--- src/hdl/cssw_pkg.sv ---
// cssw_pkg: shared types, constants and command/status structs for the
// waypoint stepper. No dependencies.
package cssw_pkg;

    localparam int COUNT_BITS = 20;
    localparam int INDEX_BITS = COUNT_BITS + 1;
    localparam int STEP_BITS  = 31;
    localparam int SQ_BITS    = 66;   // sum of two 33x33 squares
    localparam int ROOT_BITS  = 34;
    localparam int DIV_BITS   = 35;   // dividend width for the step count
    localparam logic [COUNT_BITS-1:0] STEPS_MAX = '1;

    // register indexes
    localparam logic [1:0] REG_STEP_LENGTH = 2'd0;
    localparam logic [1:0] REG_START_X     = 2'd1;
    localparam logic [1:0] REG_START_Y     = 2'd2;

    // datapath commands, one request at a time
    typedef struct packed {
        logic load_start;   // position <= start, clear leg state
        logic advance;      // index++, add step when in leg
        logic sq_load;      // latch offsets
        logic sq_sum;       // square the two magnitudes
        logic rt_init;      // add the two squares, begin root search
        logic rt_step;      // one root bit
        logic nd_init;      // begin step count division
        logic nd_step;      // one quotient bit
        logic dv_init;      // begin offset divisions
        logic dv_step;      // one quotient bit on both axes
        logic dv_done;      // store steps and deltas
        logic out_load;     // capture result
    } t_cmd;

    typedef struct packed {
        logic step_zero;    // step_length == 0
        logic leg_over;     // next index passes leg_steps
        logic last_bit;     // iteration counter at zero
    } t_sts;

endpackage

--- src/hdl/cssw_ctrl.sv ---
// cssw_ctrl: sequencer for start, tick and leg computation.
// Depends on cssw_pkg.
module cssw_ctrl (
    input  logic           i_clk,
    input  logic           i_rst_n,
    input  logic           i_in_valid,
    output logic           o_in_ready,
    input  logic           i_action,
    output logic           o_out_valid,
    input  logic           i_out_ready,
    output logic           o_started,
    output cssw_pkg::t_cmd o_cmd,
    input  cssw_pkg::t_sts i_sts
);
    typedef enum logic [10:0] {
        S_IDLE  = 11'b00000000001,
        S_TICK  = 11'b00000000010,
        S_DIFF  = 11'b00000000100,
        S_ABS   = 11'b00000001000,
        S_SQ    = 11'b00000010000,
        S_RINIT = 11'b00000100000,
        S_ROOT  = 11'b00001000000,
        S_NDIV  = 11'b00010000000,
        S_DINIT = 11'b00100000000,
        S_DIV   = 11'b01000000000,
        S_OUT   = 11'b10000000000
    } t_state;

    t_state r_state, n_state;
    logic   r_act, r_started, n_started, r_out_valid, r_wait;

    assign o_in_ready  = (r_state == S_IDLE) && !r_out_valid;
    assign o_out_valid = r_out_valid;
    assign o_started   = r_started;

    // next state and commands
    always_comb begin
        n_state   = r_state;
        n_started = r_started;
        o_cmd     = '0;
        unique case (r_state)
            S_IDLE: begin
                if (i_in_valid && o_in_ready) begin
                    n_started = 1'b0;
                    n_state   = S_TICK;
                end
            end
            S_TICK: begin
                if (!r_act) begin
                    o_cmd.load_start = 1'b1;
                    n_state = i_sts.step_zero ? S_OUT : S_DIFF;
                    n_started = !i_sts.step_zero;
                end else if (i_sts.step_zero) begin
                    n_state = S_OUT;
                end else if (i_sts.leg_over) begin
                    n_started = 1'b1;
                    n_state   = S_DIFF;
                end else begin
                    o_cmd.advance = 1'b1;
                    n_state = S_OUT;
                end
            end
            S_DIFF:  begin o_cmd.sq_load = 1'b1; n_state = S_ABS;   end
            S_ABS:   begin o_cmd.sq_sum  = 1'b1; n_state = S_SQ;    end
            // squares taken from the magnitudes latched in S_ABS
            S_SQ:    begin o_cmd.sq_sum  = 1'b1; n_state = S_RINIT; end
            S_RINIT: begin o_cmd.rt_init = 1'b1; n_state = S_ROOT;  end
            S_ROOT: begin
                if (r_wait) begin
                    o_cmd.nd_init = 1'b1;
                    n_state = S_NDIV;
                end else begin
                    o_cmd.rt_step = 1'b1;
                end
            end
            S_NDIV: begin
                o_cmd.nd_step = 1'b1;
                if (i_sts.last_bit) n_state = S_DINIT;
            end
            S_DINIT: begin o_cmd.dv_init = 1'b1; n_state = S_DIV; end
            S_DIV: begin
                if (r_wait) begin
                    o_cmd.dv_done = 1'b1;
                    n_state = S_OUT;
                end else begin
                    o_cmd.dv_step = 1'b1;
                end
            end
            S_OUT: begin o_cmd.out_load = 1'b1; n_state = S_IDLE; end
            default: n_state = S_IDLE;
        endcase
    end

    // state, handshake flags
    always_ff @(posedge i_clk) begin
        if (!i_rst_n) begin
            r_state     <= S_IDLE;
            r_started   <= 1'b0;
            r_out_valid <= 1'b0;
            r_wait      <= 1'b0;
            r_act       <= 1'b0;
        end else begin
            r_state   <= n_state;
            r_started <= n_started;
            if (r_state == S_IDLE && i_in_valid && o_in_ready) r_act <= i_action;
            // last iteration flag: counter reached zero on the step just taken
            r_wait <= ((r_state == S_ROOT && o_cmd.rt_step) ||
                       (r_state == S_DIV && o_cmd.dv_step)) && i_sts.last_bit;
            if (o_cmd.out_load)                    r_out_valid <= 1'b1;
            else if (r_out_valid && i_out_ready)   r_out_valid <= 1'b0;
        end
    end

endmodule

--- config.mk ---
export PLATFORM = sky130hd
export DESIGN_NAME = cssw_ctrl
export DESIGN_NICKNAME = d
export VERILOG_FILES = /design/src/hdl/cssw_pkg.sv /design/src/hdl/cssw_ctrl.sv
export SDC_FILE = /design/constraint.sdc
export NUM_CORES = 1
export LEC_CHECK = 0
export CAP_MARGIN = 20
export CORE_AREA = 3 3 41 43
export CTS_BUF_LIST = sky130_fd_sc_hd__clkbuf_4 sky130_fd_sc_hd__clkbuf_8
export CTS_CLUSTER_DIAMETER = 100
export DETAILED_ROUTE_END_ITERATION = 8
export DIE_AREA = 0 0 44 46
export DONT_BUFFER_PORTS = 1
export GPL_TIMING_DRIVEN = 0
export PLACE_DENSITY = 0.89
export SYNTH_ARGS = -nofsm -noshare
export SYNTH_HDL_FRONTEND = slang
export SYNTH_SLANG_ARGS = --single-unit
--- constraint.sdc ---
create_clock -name i_clk -period 2.1 [get_ports i_clk]
set_input_delay 0.315 -clock i_clk [delete_from_list [all_inputs] [get_ports i_clk]]
set_output_delay 0.315 -clock i_clk [all_outputs]
set_load 0.1 [all_outputs]
# [Yosys cells after proc, flatten, opt, wreduce, memory -nomap -nowiden]
# Cells that the tools add are included.
[classes] n_eq_ne=17 muxes=31 reduce_logical=16
[ops] operator="$pmux W11 S10" count=1
[ops] operator="$mux W11" count=8
[ops] operator="$mux W1" count=18
[ops] operator="$eq A11 B1 Y1 const B" count=1
[ops] operator="$eq A11 B10 Y1 const B" count=1
[ops] operator="$eq A11 B11 Y1 const B" count=1
[ops] operator="$eq A11 B2 Y1 const B" count=1
[ops] operator="$eq A11 B3 Y1 const B" count=1
[ops] operator="$eq A11 B4 Y1 const B" count=1
[ops] operator="$eq A11 B5 Y1 const B" count=1
[ops] operator="$eq A11 B6 Y1 const B" count=1
[ops] operator="$eq A11 B7 Y1 const B" count=1
[ops] operator="$eq A11 B8 Y1 const B" count=1
[ops] operator="$eq A11 B9 Y1 const B" count=1
[ops] operator="$logic_and A1 B1 Y1" count=8
[ops] operator="$reduce_and A4 Y1" count=2
[ops] operator="$mux W2" count=3
[ops] operator="$ne A2 B2 Y1 const B" count=3
[ops] operator="$ne A3 B3 Y1 const B" count=2
[ops] operator="$reduce_bool A2 Y1" count=2
[ops] operator="$logic_not A1 Y1" count=2
[ops] operator="$ne A2 B1 Y1 const B" count=1
[ops] operator="$pmux W1 S2" count=1
[ops] operator="$reduce_or A2 Y1" count=1
[ops] operator="$logic_or A1 B1 Y1" count=1
[totals] register_bits=15 input_bits=8 output_inout_bits=15 word_cells=69

# [Longest topological paths before layout]
[depth] ltp_word=5 ltp_mapped=6 ltp_nobuf=5

# [Worst setup path before layout]
# OpenSTA, ideal clock, no wires.
[synth_timing] path_kind="register to register" startpoint="reg r_state[9]" endpoint="reg r_state[0]" setup_time_ps=162 arrival_ps=3449 t_required_ps=1938 slack_ps=-1511 path_stages_with_launch=6 path_buffers=0 period_less_slack_ps=3611 path_cell_list="dfxtp_1 > nor4_4 > nand2_1 > a211oi_1 > nand4b_1 > o21ai_0"
[synth_via] elab_chain_len=5 elab_cells_between_ends=18 classes_between="eq/ne (14); mux (1); reduce/logical (3)"
[synth_lines] element="start: declaration" line="cssw_ctrl.sv:29" rtl="t_state r_state, n_state;"
[synth_lines] element="start signal: assignment" line="cssw_ctrl.sv:103" rtl="r_state <= n_state;"
[synth_lines] element="$eq A11 B1 Y1" line="cssw_ctrl.sv:32, cssw_ctrl.sv:41"
[synth_lines] element="$logic_and A1 B1 Y1" line="cssw_ctrl.sv:32" rtl="assign o_in_ready = (r_state == S_IDLE) && !r_out_valid;"
[synth_lines] element="$logic_and A1 B1 Y1" line="cssw_ctrl.sv:43" rtl="if (i_in_valid && o_in_ready) begin"
[synth_lines] element="$ne A2 B1 Y1 (no source line)"
[synth_lines] element="$reduce_and A4 Y1 (no source line)"
# Parallel ways exist; a longest one is shown, timed or not.
# A chain may end at the register's enable or synchronous reset.

==> qor.csv <==
stage,metric,value,unit
layout,diodes,0,
place,post_dp_cell_area,1000,um2
route,via_per_inst,7.27,
yosys,synth_top_area_cell,dfxtp_1,
power_and_ir_drop,internal_power,472,uW
setup_path,cp_slowest_cell,nor3b_4,
yosys,yosysWarnings,0,
sta,hold_viol_final,0,
setup_path,critPathMaxFanout,3,
sta,period_share,121,%
sta,final.min_clock_period,2.55,ns
global_route,grt_pass1_vias,923,
clock_network,cts_sinks,15,
global_route,antenna_found_initial,0,
power_and_ir_drop,clkPwrFrac,23.4,%
yosys,ys.flop_type,dfxtp_1,
power_and_ir_drop,peakVddDrop,579,uV
yosys,synth_top_area_share,34.8,%
setup_path,cp_slowest_stage_delay,0.90,ns
layout,design_area,1240,um2
setup_path,crit_arrival,2.23,ns
route,drt_wl_total,3280,um
sta,skew,0.00655,ns
layout,area_growth,44.4,%
power_and_ir_drop,switchingPower,310,uW
yosys,synth.net_count,106,
setup_path,end_kind,output pin,
floorplan,ioPinCount,23,
route,first_pass_iters,5,
power_and_ir_drop,combPwrFrac,35.7,%
route,drc,0,
floorplan,die_area,2020,um2
setup_path,crit_chain,nor4_4 > and2_4 > nand4b_4 > nor3b_4,
sta,worstMarginPinSlew,1.12,ns
setup_path,cpLargestDelayFamily,simple AND/OR/NAND/NOR gates,
sta,setup_violations,15,
sta,max_freq,0.393,GHz
route,vias,974,
yosys,synth_edf_count,0,
floorplan,coreArea,1330,um2
clock_network,path_clk_slew,0.08,ns
yosys,syn_inst,98,
place,dp_hpwl,1520,um
setup_path,start_kind,flop,
yosys,postSynth.asyncResetShare,0,%
place,port_buffers,0,
setup_path,critical_path_class,reg -> out,
clock_network,root_buffer,clkbuf_4,
power_and_ir_drop,switching_share,39.7,%
yosys,synth_seq_cells,15,
sta,maxSlewViolCount,0,
global_route,gr-total-overflow,0,
setup_path,required,1.78,ns
run_status,violations,negative setup slack,
yosys,synth_area_leaders,"dfxtp_1 (35%), nor2_1 (7.0%), o21a_1 (4.4%)",
yosys,ys_seq_area_share,34.8,%
sta,post-route-worst-setup-slack,-0.445,ns
clock_network,cts_buffers,3,
sta,relSlewSlack,25.4,%
job,maxCapViolations,0,
power_and_ir_drop,power.density,629,nW/um2
global_route,grt_pass1_wl,4130,um
floorplan,fp.dieH,46,um
global_route,gr-usage-all-layers,28.3,%
yosys,synth.avg_cell_area,8.80,um2
sta,rsz0062_at_grt,yes,
place,pre_cts_ws,-0.187,ns
run_status,status,"complete, but fails checks",
route,post_drt_wl_per_cell,24.5,um
power_and_ir_drop,p_leak,0.463,nW
clock_network,cts_max_path_buffers,2,
layout,drive_gt1_share,45.4,%
place,gp_congestion,0.875,
floorplan,start_util,64.6,%
clock_network,clock_latency,0.30,ns
hold_path,hp-class,in -> reg,
floorplan,rows,13,
yosys,syn_area,862,um2
layout,fillers,47,
clock_network,cts_tree,built,
route,ant_nets,0,
global_route,grt_max_degree,9,
layout,final_cells,134,
clock_network,htreeDepth,1,
floorplan,die_x,44,um
layout,num-nets-final,128,
setup_path,path_buf_inv,0,
power_and_ir_drop,p_seq_share,40.8,%
route,drt_iter0_markers,77,
yosys,ys_types,40,
place,place_inst,117,
==> metal layers <==
metal  up-vias  track usage [%]  share of wire, %  wire length [um]
met5         -                0                 0                 0
met4         0             12.7               4.9               161
met3        24             8.70                11               366
met2        82             46.8                47              1540
met1       466             33.3                37              1210
li1        402                -                 -                 -
==> worst paths after layout <==
kind	endpoint	cells past startpoint	start	slack, ns
max	o_cmd[10]	4	r_state[9]	-0.45
min	r_wait	2	i_sts[0]	0.14
max reg2reg	r_state[0]	5	r_state[9]	-0.26
min reg2reg	r_wait	1	r_wait	0.60
==> stage by stage <==
step	hold WS (ns)	total power, mW	utilization, %	TNS (ns)
2_1_floorplan	0.433	0.503	-	-1.58
3_3_place_gp	0.439	0.525	69.9	-2.93
3_5_place_dp	0.441	0.529	75.0	-0.945
4_1_cts	0.137	0.718	83.9	-2.24
5_1_grt	0.150	0.804	93.3	-3.22
6_report	0.142	0.782	93.3	-2.68
==> worst reg2reg max path: stages (launching register included) <==
cell and delay [ns]:
dfxtp_4 0.36, nor4_4 0.31, nand2_1 0.26, a211oi_4 0.93
nand4b_1 0.25, o21ai_0 0.12
==> logic make-up after synthesis <==
group                  synth area share (%)
flip-flops                             34.8
multiplexers                           1.16
XOR/XNOR                               3.05
AND/OR/NAND/NOR                        45.6
buffers and inverters                  2.32
AO/OA/AOI/OAI                          13.1
==> flip-flops by register name (all words and copies together), names as in the netlist <==
name / cells
o_out_valid: 1
o_started: 1
r_state: 11
r_act: 1
r_wait: 1
==> placed cells by master (no fill, tap or decap), drive strengths merged, types with 4 or more instances in the layout <==
| master | Yosys | final |
|---|---|---|
| nand3 | 4 | 4 |
| buf | 1 | 17 |
| dfxtp | 15 | 15 |
| nor2b | 5 | 5 |
| clkbuf | 1 | 6 |
| nor2 | 16 | 16 |
| nor4 | 4 | 4 |
| nand2 | 4 | 4 |
| o21a | 5 | 5 |
| nor3 | 6 | 6 |
==> cells in the mapped netlist, types with 2 or more instances <==
cell       n
and4_1     2
dfxtp_1   15
inv_1      3
nand2_1    4
nand2b_1   3
nand3_1    4
nand4_1    3
nand4b_1   2
nor2_1    16
nor2b_1    5
nor3_1     5
nor4_1     2
o21a_1     5
o21ai_0    2
xor2_1     2
==> power by group through the flow <==
stage               Sequential (mW)  Combinational [mW]  Clock (mW)
floorplan                     0.320               0.183           0
global placement              0.324               0.202           0
detailed placement            0.324               0.205           0
CTS                           0.317               0.224       0.178
global route                  0.320               0.289       0.195
finish                        0.319               0.280       0.183
==> what timing repair did <==
item                                    CTS  global route
pin swaps                                 7            13
buffers inserted                          7             6
hold buffers                              0             0
endpoints found under the setup margin   16            16
resized for setup                        10            20
==> final cells by class <==
| cell class | count | area, um2 | share of cell area [%] |
|---|---|---|---|
| buffer | 2 | 8.76 | 0.704 |
| clock buffer | 4 | 30.0 | 2.41 |
| inverter | 3 | 15.0 | 1.21 |
| multi-input combinational | 78 | 689 | 55.4 |
| sequential | 15 | 314 | 25.2 |
| tap | 15 | 18.8 | 1.51 |
| timing repair buffer | 17 | 169 | 13.6 |
Note: power is estimated with default switching activity, not from simulation.
